--- src/rtl/bwpt_pkg.sv ---
// Shared constants, types and fixed-point helpers for the bone world position transform.
package bwpt_pkg;

  localparam int unsigned StepW = 5;

  localparam logic [StepW-1:0] LoadLast = StepW'(22);
  localparam logic [StepW-1:0] BoneLast = StepW'(11);

  localparam logic signed [31:0] QOne = 32'sh0001_0000;
  localparam logic signed [31:0] QMax = 32'sh7FFF_FFFF;
  localparam logic signed [31:0] QMin = 32'sh8000_0000;

  localparam logic CmdLoad = 1'b0;
  localparam logic CmdBone = 1'b1;

  typedef struct packed {
    logic             run;
    logic             capture;
    logic             is_bone;
    logic             emit;
    logic [StepW-1:0] step;
  } ctrl_cmd_t;

  function automatic logic signed [31:0] sat33(input logic signed [32:0] s);
    logic signed [31:0] r;
    if (s > 33'sh0_7FFF_FFFF) begin
      r = QMax;
    end else if (s < -33'sh0_8000_0000) begin
      r = QMin;
    end else begin
      r = s[31:0];
    end
    return r;
  endfunction

  function automatic logic signed [31:0] qadd(input logic signed [31:0] a,
                                              input logic signed [31:0] b);
    logic signed [32:0] s;
    s = {a[31], a} + {b[31], b};
    return sat33(s);
  endfunction

  function automatic logic signed [31:0] qsub(input logic signed [31:0] a,
                                              input logic signed [31:0] b);
    logic signed [32:0] s;
    s = {a[31], a} - {b[31], b};
    return sat33(s);
  endfunction

  // Round half up, drop 16 fraction bits and saturate a full product.
  function automatic logic signed [31:0] qround(input logic signed [63:0] p);
    logic signed [63:0] sum;
    logic signed [63:0] sh;
    logic signed [31:0] r;
    sum = p + 64'sh8000;
    sh  = sum >>> 16;
    if (sh > 64'sh0000_0000_7FFF_FFFF) begin
      r = QMax;
    end else if (sh < -64'sh0000_0000_8000_0000) begin
      r = QMin;
    end else begin
      r = sh[31:0];
    end
    return r;
  endfunction

endpackage

--- src/rtl/bwpt_ctrl.sv ---
// Controller state machine that sequences the shared multiplier steps and the result handshake.
module bwpt_ctrl (
  input  logic               clk_i,
  input  logic               rst_ni,
  input  logic               in_valid_i,
  output logic               in_ready_o,
  input  logic               cmd_i,
  output logic               out_valid_o,
  input  logic               out_ready_i,
  output bwpt_pkg::ctrl_cmd_t ctrl_o
);

  typedef enum logic [1:0] {
    ST_IDLE = 2'b01,
    ST_RUN  = 2'b10
  } state_e;

  state_e                     state_q, state_d;
  logic [bwpt_pkg::StepW-1:0] step_q, step_d;
  logic                       bone_q, bone_d;
  logic                       out_valid_q, out_valid_d;
  logic                       accept;
  logic                       last;
  logic                       emit;

  assign accept = in_valid_i && (state_q == ST_IDLE);
  assign last   = bone_q ? (step_q == bwpt_pkg::BoneLast) : (step_q == bwpt_pkg::LoadLast);
  assign emit   = (state_q == ST_RUN) && bone_q && (step_q == bwpt_pkg::BoneLast) &&
                  (!out_valid_q || out_ready_i);

  always_comb begin
    state_d = state_q;
    step_d  = step_q;
    bone_d  = bone_q;
    case (state_q)
      ST_IDLE: begin
        if (accept) begin
          state_d = ST_RUN;
          step_d  = '0;
          bone_d  = (cmd_i == bwpt_pkg::CmdBone);
        end
      end
      ST_RUN: begin
        if (!last) begin
          step_d = step_q + 1'b1;
        end else if (!bone_q || emit) begin
          state_d = ST_IDLE;
        end
      end
      default: begin
        state_d = ST_IDLE;
      end
    endcase
  end

  assign out_valid_d = emit || (out_valid_q && !out_ready_i);

  always_ff @(posedge clk_i or negedge rst_ni) begin
    if (!rst_ni) begin
      state_q     <= ST_IDLE;
      step_q      <= '0;
      bone_q      <= 1'b0;
      out_valid_q <= 1'b0;
    end else begin
      state_q     <= state_d;
      step_q      <= step_d;
      bone_q      <= bone_d;
      out_valid_q <= out_valid_d;
    end
  end

  assign in_ready_o     = (state_q == ST_IDLE);
  assign out_valid_o    = out_valid_q;
  assign ctrl_o.run     = (state_q == ST_RUN);
  assign ctrl_o.capture = accept;
  assign ctrl_o.is_bone = bone_q;
  assign ctrl_o.emit    = emit;
  assign ctrl_o.step    = step_q;

endmodule

--- config.mk ---
export PLATFORM = sky130hd
export DESIGN_NAME = bwpt_ctrl
export DESIGN_NICKNAME = d
export VERILOG_FILES = /design/src/rtl/bwpt_pkg.sv /design/src/rtl/bwpt_ctrl.sv
export SDC_FILE = /design/constraint.sdc
export NUM_CORES = 1
export LEC_CHECK = 0
export ABC_AREA = 1
export BUFFER_PORTS_ARGS = -buffer_cell sky130_fd_sc_hd__buf_2
export CAP_MARGIN = 20
export CORE_AREA = 8 8 45 47
export CTS_CLUSTER_SIZE = 30
export DETAILED_ROUTE_END_ITERATION = 10
export DIE_AREA = 0 0 53 55
export GPL_TIMING_DRIVEN = 0
export HOLD_SLACK_MARGIN = 0.03
export MAX_ROUTING_LAYER = met4
export PLACE_DENSITY_LB_ADDON = 0.2
export SYNTH_ARGS = -nofsm -noshare
export SYNTH_HDL_FRONTEND = slang
export SYNTH_SLANG_ARGS = --single-unit
--- constraint.sdc ---
create_clock -name clk_i -period 1.81 [get_ports clk_i]
set_input_delay 0.362 -clock clk_i [delete_from_list [all_inputs] [get_ports clk_i]]
set_output_delay 0.362 -clock clk_i [all_outputs]
set_load 0.02 [all_outputs]
**After elaboration in Yosys (flattened, before gate mapping)**

Index checks and enable logic that the tools add are counted.

- Logic and storage cells: 36
- Bits in latches: 0
- Bits in read-only memories: 0
- RAM bits: 0
- Bits in registers: 9
- Bits of input ports: 5
- Output and inout port bits: 11
- Memories: 0

- $lt $le $gt $ge: 0
- Divide/modulo/power cells: 0
- Shift-type cells: 0
- Bitwise gates (word level): 0
- Multipliers: 0
- Equality and inequality tests: 8
- Muxes and demuxes: 8
- $add $sub $neg: 1
- Reductions and logical operators: 15

Operators with widths:

| operator | count |
|---|---|
| 2-to-1 mux 5 bit | 2 |
| one-hot mux 5 bit (2 select lines) | 1 |
| 2-to-1 mux 2 bit | 3 |
| inequality test 2 x 1 -> 1 bit, second input constant | 3 |
| AND reduction 3 bit | 2 |
| adder 5 x 1 -> 5 bit, second input constant | 1 |
| == test 5 x 4 -> 1 bit, second input constant | 1 |
| == test 5 bit, second input constant | 1 |
| logical AND 1 bit | 5 |
| one-hot mux 2 bit (2 select lines) | 1 |
| zero test 1 bit | 3 |
| logical OR 1 bit | 3 |
| == test 2 x 1 -> 1 bit, second input constant | 1 |
| == test 2 bit, second input constant | 1 |
| inequality test 2 bit, second input constant | 1 |
| AND reduction 2 bit | 1 |
| nonzero test 2 bit | 1 |
| 2-to-1 mux 1 bit | 1 |

**Depth between registers and ports, before layout**

Gate-level depths: netlist (run 1).

- Depth after elaboration: 8
- Depth in mapped cells: 9
- Gate-level depth less buffers: 9

**Least setup slack after synthesis (run 1)**

No wires, ideal clock.

- Path kind: reg-to-output
- From: register state_q[0]
- To: output port ctrl_o[7] (netlist name)
- Data arrival time: 1.375 ns
- Data required time: 1.448 ns
- Buffers on the path: 1
- Setup slack: 0.073 ns
- Cell stages (with the launch flop): 6
- Cell sequence: dfstp_2 > inv_1 > nor2_1 > nand2_1 > inv_1 > buf_4

- Cells in the longest elaborated chain, start to end: 2

Ends and longest elaborated chain:

| item | line | RTL |
|---|---|---|
| from (decl) | bwpt_ctrl.sv:18 | `state_e state_q, state_d;` |
| from (signal assigned) | bwpt_ctrl.sv:65 | `state_q <= state_d;` |
| == test 2 x 1 -> 1 bit | - |  |
| net in_ready_o | bwpt_ctrl.sv:6 | `output logic in_ready_o,` |
| logical AND 1 bit | bwpt_ctrl.sv:26 | `assign accept = in_valid_i && (state_q == ST_IDLE);` |
| to (decl) | bwpt_ctrl.sv:10 | `output bwpt_pkg::ctrl_cmd_t ctrl_o` |

The timed path passes the listed nets, and every way through them passes these cells.

**Worst setup path in the final report (run 1)**

- From: register step_q[1] (netlist name)
- To: output port ctrl_o[5] (netlist name)

- Cells in the longest elaborated chain, start to end: 3

Ends and longest elaborated chain:

| item | line | RTL |
|---|---|---|
| from (decl) | bwpt_ctrl.sv:19 | `logic [bwpt_pkg::StepW-1:0] step_q, step_d;` |
| from (signal assigned) | bwpt_ctrl.sv:66 | `step_q <= step_d;` |
| == test 5 x 4 -> 1 bit | bwpt_ctrl.sv:28 | `assign emit = (state_q == ST_RUN) && bone_q && (step_q == bwpt_pkg::BoneLast) &&` |
| logical AND 1 bit (2 in a row) | bwpt_ctrl.sv:28 |  |

No other way between the ends.

==> results of run 1 <==
cells in the mapped netlist:
| cell type | count | area share, % |
|---|---|---|
| nand4_1 | 3 | 3.3 |
| nand2_1 | 16 | 11 |
| dfrtp_1 | 8 | 35 |
| nand3_2 | 1 | 1.8 |
| inv_2 | 1 | 0.66 |
| inv_1 | 11 | 7.2 |
| xnor2_1 | 1 | 1.5 |
| dfstp_2 | 1 | 4.6 |
| nand3_4 | 1 | 3.1 |
| a21oi_1 | 1 | 0.88 |
| nor2_1 | 9 | 5.9 |
| ha_1 | 2 | 4.4 |
| nand3_1 | 8 | 7.0 |
| nand2_2 | 3 | 3.3 |
| nor2_4 | 1 | 2.0 |
| o21ai_0 | 4 | 3.5 |
| buf_4 | 4 | 5.3 |
per-stage QoR:
stage	hold slack (ps)	cell area, µm²
6_report	297	795
5_1_grt	298	795
4_1_cts	295	746
3_5_place_dp	220	666
3_3_place_gp	225	666
2_1_floorplan	66.4	571
power by group through the flow:
stage | Combinational, mW | Sequential, mW | Clock [mW]
finish | 0.471 | 0.282 | 0.157
global route | 0.514 | 0.286 | 0.178
CTS | 0.403 | 0.277 | 0.163
detailed placement | 0.348 | 0.284 | 0
global placement | 0.344 | 0.283 | 0
floorplan | 0.242 | 0.293 | 0
worst paths after layout:
path / endpoint / slack (ps) / cells past startpoint / startpoint
worst max register to register: step_q[3] / 380 / 10 / step_q[0]
worst min register to register: out_valid_o / 580 / 2 / out_valid_o
worst min-delay path: out_valid_o / 300 / 2 / out_ready_i
worst max-delay path: ctrl_o[5] / 80 / 6 / step_q[1]
max in group asynchronous: state_q[0] / 1100 / 2 / rst_ni
min in group asynchronous: state_q[1] / 470 / 2 / rst_ni
cell type report:
cell class,count,area (µm²),area share (%)
Buffer,3,22.5,2.83
Clock buffer,3,22.5,2.83
Clock inverter,1,5.00,0.630
Inverter,12,45.0,5.67
Multi-Input combinational cell,50,307,38.6
Sequential cell,9,226,28.5
Tap cell,16,20.0,2.52
Timing Repair Buffer,23,146,18.4
kinds of logic (layout without fill, tap and decap cells):
family	count (synthesis)	in the layout
adder cells (fa/ha/maj)	2	2
XOR/XNOR	1	1
buffers and inverters	16	42
flip-flops	9	9
AO/OA/AOI/OAI	5	5
AND/OR/NAND/NOR	42	42
flip-flops by register name, summed over array words and instances (netlist names):
signal / count
out_valid_o: 1
step_q: 5
bone_q: 1
state_q: 2
worst max-delay path, delay by kind of cell, from the launching register on:
kind | cells | cell delay, ps
fa+ha+maj | 1 | 190
buf+inv | 1 | 130
flops | 1 | 390
simple gates | 4 | 390
routing by layer:
layer	share of wire (%)	track usage, %
met5	0	-
met4	2.2	6.47
met3	7.1	3.21
met2	46	15.8
met1	44	12.1
timing repair:
action | CTS | global route
hold buffers | 1 | 0
setup endpoints to repair | 2 | 2
pin swaps | 1 | 5
buffers inserted | 3 | 4
hold endpoints to repair | 8 | 0
gates resized for setup | 6 | 8
==> impl_metrics.json, run 1 <==
{
  "place_hpwl_um": 933,
  "gpl.final_weighted_congestion": 0.823,
  "run_status": "completed",
  "pin_count_of_the_biggest_net_entering_global_routing": 10,
  "synth_xor_area_share_pct": 1.54,
  "antenna_cells": 0,
  "max-cap-violations": 0,
  "worst-path-max-fanout": 4,
  "intPower_mw": 0.529,
  "critical_path.slowest_cell": "dfrtp_1",
  "largest_incremental_delay_on_the_critical_path_ps": 390,
  "avgViaCountPerCell": 4.68,
  "die-area_um2": 2920,
  "grt.overflow.total": 0,
  "timing.final.crit_share_pct": 95.6,
  "final-setup-viol-count": 0,
  "swShare_pct": 41.9,
  "power.share.sequential_pct": 31.0,
  "place_worst_setup_slack_ps": 114,
  "grt_use_total_pct": 10.5,
  "drt_iter0_drcs": 8,
  "layout.nets": 109,
  "clockBufferDepth": 2,
  "synth_compound_area_share_pct": 4.39,
  "synthesis.area_per_instance_um2": 7.61,
  "drtAntennaViolNets": 0,
  "placement_row_count": 14,
  "yosys.area_share.simple_pct": 36.8,
  "setup_slack_ps": 79.9,
  "fin_cells": 117,
  "tritoncts_buffer_count": 3,
  "io-pin-count": 16,
  "layout.cells.most_common": "nand2_1",
  "avgRoutedWirePerCell_um": 11.0,
  "power.static_leakage_nw": 0.447,
  "combinational_family_with_the_most_area_after_synthesis": "simple AND/OR/NAND/NOR gates",
  "cts_tree": "yes",
  "layout.core_utilization_pct": 57.4,
  "hold_path_class": "input port to flip-flop",
  "skew_ps": 0.322,
  "critical_path_class": "flip-flop to output port",
  "design.core.area_um2": 1380,
  "insertion_delay_ps": 270,
  "finalHoldViolCount": 0,
  "final.min_clock_period_ps": 1730,
  "most-common-layout-cells": "14 x nand2_1, 13 x buf_2, 11 x buf_4, 9 x inv_1, 8 x dfrtp_1",
  "cell_pwr_density_nw_per_um2": 1150,
  "critical_path.startpoint_type": "flip-flop",
  "final.setup.tns_ps": 0,
  "yosys-mux-area-fraction_pct": 0,
  "power_switching_mw": 0.381,
  "vdd_drop_max_uv": 582,
  "routed_wirelength_um": 1290,
  "post_synth_num_cell_types": 17,
  "tightestPinTransition_ps": 310,
  "number_of_global_route_vias_before_repair": 482,
  "timing.critical_path.arrival_ps": 1370,
  "initial_core_util_pct": 41.2,
  "synth-seq-area-share_pct": 39.7,
  "p_total_mw": 0.910,
  "grt_first_pass_wirelength_um": 2190,
  "adder_cell_share_of_the_synthesized_area_pct": 4.39,
  "report.final.slew_viol_count": 0,
  "combinationalPowerShare_pct": 51.8,
  "max_freq_ghz": 0.578,
  "port-buffer-count": 15,
  "rsz0062_at_grt": "no",
  "cp.required_ps": 1450,
  "post-route-drc-count": 0,
  "mappedNetlistArea_um2": 571,
  "area.growth.synth_to_final_pct": 39.3,
  "list_of_cells_traversed_by_the_critical_path": "ha_4 > nand2_4 > nor2_4 > nand3_2 > nor2_1 > buf_6",
  "final_layout_size_suffix_gt1_share_pct": 44.6,
  "max-slew-margin-rel_pct": 79.3,
  "number_of_detailed_routing_iterations_run_before_antenna_repair": 4,
  "setup.worst_path.end_class": "output port",
  "synthCells": 75,
  "fill_cells": 138,
  "cts_root_buf": "clkbuf_4",
  "ys_seq_elements": 9,
  "floorplan.die.width_um": 53,
  "antenna_violations_before_repair": 0,
  "routed-via-count": 548,
  "numPlacedInstances": 106,
  "dieHeight_um": 55,
  "power.share.clock_pct": 17.3,
  "mappedNetlistNets": 82,
  "yosysWarnings": 0,
  "cts.reportedPaths.clkPinSlew_ps": 60,
  "clock-sinks": 9,
  "cts_htree_levels": 1
}
Note: power is estimated with default switching activity, not from simulation.
==> inputs of run 2 (changes only) <==
--- a/config.mk
+++ b/config.mk
@@ -14,7 +14,6 @@
 export DIE_AREA = 0 0 53 55
 export GPL_TIMING_DRIVEN = 0
 export HOLD_SLACK_MARGIN = 0.03
-export MAX_ROUTING_LAYER = met4
 export PLACE_DENSITY_LB_ADDON = 0.2
 export SYNTH_ARGS = -nofsm -noshare
 export SYNTH_HDL_FRONTEND = slang
==> run 2 against run 1 <==
  * Core utilization is the same
  * Register-to-register slack is essentially flat
  * Clock power is essentially flat
  * Cell area is the same
  * Cell count is the same
  * Hold slack gained 0.87 ps
  * Critical path depth is the same
  * Die area is the same
  * Routed wire length shrank 1.3%
  * Setup slack is essentially flat
  * Critical path type unchanged
  * Critical endpoint unchanged
==> impl_metrics.json, run 2 (synthesis results as in run 1) <==
{
  "drt_iter0_drcs": 6,
  "cts_tree": "yes",
  "fill_cells": 138,
  "worst-path-max-fanout": 4,
  "met3_usage_pct": 3.21,
  "tritoncts_buffer_count": 3,
  "port-buffer-count": 15,
  "flip_flop_count_of_the_largest_register_all_copies_and_words_added": 5,
  "grt_use_total_pct": 10.2,
  "numPlacedInstances": 106,
  "setup.worst_path.end_class": "output port",
  "antenna_violations_before_repair": 0,
  "holdPathStages": 2,
  "hold_path_class": "input port to flip-flop",
  "final.min_clock_period_ps": 1730,
  "cell_pwr_density_nw_per_um2": 1140,
  "largest_incremental_delay_on_the_critical_path_ps": 390,
  "avgViaCountPerCell": 4.59,
  "list_of_cells_traversed_by_the_critical_path": "ha_4 > nand2_4 > nor2_4 > nand3_2 > nor2_1 > buf_6",
  "clock-sinks": 9,
  "grt-busiest-layer": "met2",
  "layout.cells.most_common": "nand2_1",
  "grt.overflow.total": 0,
  "io-pin-count": 16,
  "worstSetupPathDepth": 6,
  "place_hpwl_um": 933,
  "avgRoutedWirePerCell_um": 10.9,
  "area.growth.synth_to_final_pct": 39.3,
  "clockBufferDepth": 2,
  "max_freq_ghz": 0.578,
  "dieHeight_um": 55,
  "rsz0062_at_grt": "no",
  "routed_wirelength_um": 1270,
  "timing.critical_path.arrival_ps": 1370,
  "critical_path_class": "flip-flop to output port",
  "floorplan.die.width_um": 53,
  "skew_ps": 0.213,
  "max-cap-violations": 0,
  "antenna_cells": 0,
  "cp.required_ps": 1450,
  "insertion_delay_ps": 270,
  "final_layout_size_suffix_gt1_share_pct": 44.6,
  "grt_first_pass_wirelength_um": 2180,
  "timing.final.crit_share_pct": 95.6,
  "design.core.area_um2": 1380,
  "cts_htree_levels": 1,
  "critical_path.slowest_cell": "dfrtp_1",
  "most-common-layout-cells": "14 x nand2_1, 13 x buf_2, 11 x buf_4, 9 x inv_1, 8 x dfrtp_1",
  "p_total_mw": 0.908,
  "worst-r2r-cell-count": 10,
  "die-area_um2": 2920,
  "gpl.final_weighted_congestion": 0.811,
  "number_of_detailed_routing_iterations_run_before_antenna_repair": 4,
  "dpl-instance-area_um2": 666,
  "placement_row_count": 14,
  "number_of_global_route_vias_before_repair": 486,
  "initial_core_util_pct": 41.2,
  "run_status": "completed",
  "tightestPinTransition_ps": 310,
  "finalHoldViolCount": 0,
  "largestRegisters": "step_q x5, state_q x2",
  "critical_path.startpoint_type": "flip-flop",
  "power.static_leakage_nw": 0.447,
  "met1_usage_pct": 11.9,
  "fin_cells": 117,
  "max-slew-margin-rel_pct": 79.3,
  "report.final.slew_viol_count": 0,
  "pin_count_of_the_biggest_net_entering_global_routing": 10,
  "cts_root_buf": "clkbuf_4",
  "vdd_drop_max_uv": 582,
  "critical_path.n_buffers_inverters": 1,
  "final.setup.tns_ps": 0,
  "use_met2_pct": 15.8,
  "final-setup-viol-count": 0,
  "critical-path-top-delay-family": "flip-flops",
  "stdcell_area_um2": 795,
  "layout.nets": 109,
  "top_register": "step_q",
  "cts.reportedPaths.clkPinSlew_ps": 60,
  "post-route-drc-count": 0,
  "drtAntennaViolNets": 0,
  "routed-via-count": 537
}
## run 2: cell counts in the layout (fill, tap and decap cells not counted)
Identical to the previous run, type by type.
## run 2: stage by stage
step                      util, %  hold WS (ps)  setup slack [ps]
after floorplan                 -          66.4              73.0
after global placement       48.1           225               133
after detailed placement     48.1           220               114
after CTS                    53.9           295              3.71
after global routing         57.4           298              4.51
final                        57.4           298              80.0
## run 2: worst paths after layout
| check | endpoint | slack (ps) | start |
|---|---|---|---|
| worst max-delay path | ctrl_o[5] | 80 | step_q[1] |
| worst min-delay path | out_valid_o | 300 | out_ready_i |
| worst max register to register | step_q[3] | 370 | step_q[0] |
| worst min register to register | out_valid_o | 580 | out_valid_o |
| max in group asynchronous | state_q[0] | 1110 | rst_ni |
| min in group asynchronous | state_q[1] | 460 | rst_ni |
## run 2: what timing repair did
item | CTS | global route
endpoints found under the setup margin | 2 | 2
buffers inserted | 3 | 4
hold endpoints to repair | 8 | 0
hold buffers | 1 | 0
gates resized for setup | 6 | 8
pin swaps | 1 | 5
cloned | 0 | 0
## run 2: power by group
group	switching, mW	internal, mW
registers	0.0295	0.252
logic	0.275	0.195
clock network	0.0751	0.0818
## run 2: layout make-up
| class | count | area (µm²) | area share [%] |
|---|---|---|---|
| clock inverters | 1 | 5.00 | 0.630 |
| well taps | 16 | 20.0 | 2.52 |
| plain buffers | 3 | 22.5 | 2.83 |
| repair buffers | 23 | 146 | 18.4 |
| inverters | 12 | 45.0 | 5.67 |
| flip-flops and latches | 9 | 226 | 28.5 |
| multi-input cells | 50 | 307 | 38.6 |
| clock buffers | 3 | 22.5 | 2.83 |
## run 2: routing by layer
layer | vias to the layer above | routed length, µm
met3 | 2 | 80
met2 | 13 | 601
li1 | 285 | -
met1 | 237 | 573
met4 | 0 | 19
met5 | - | 0
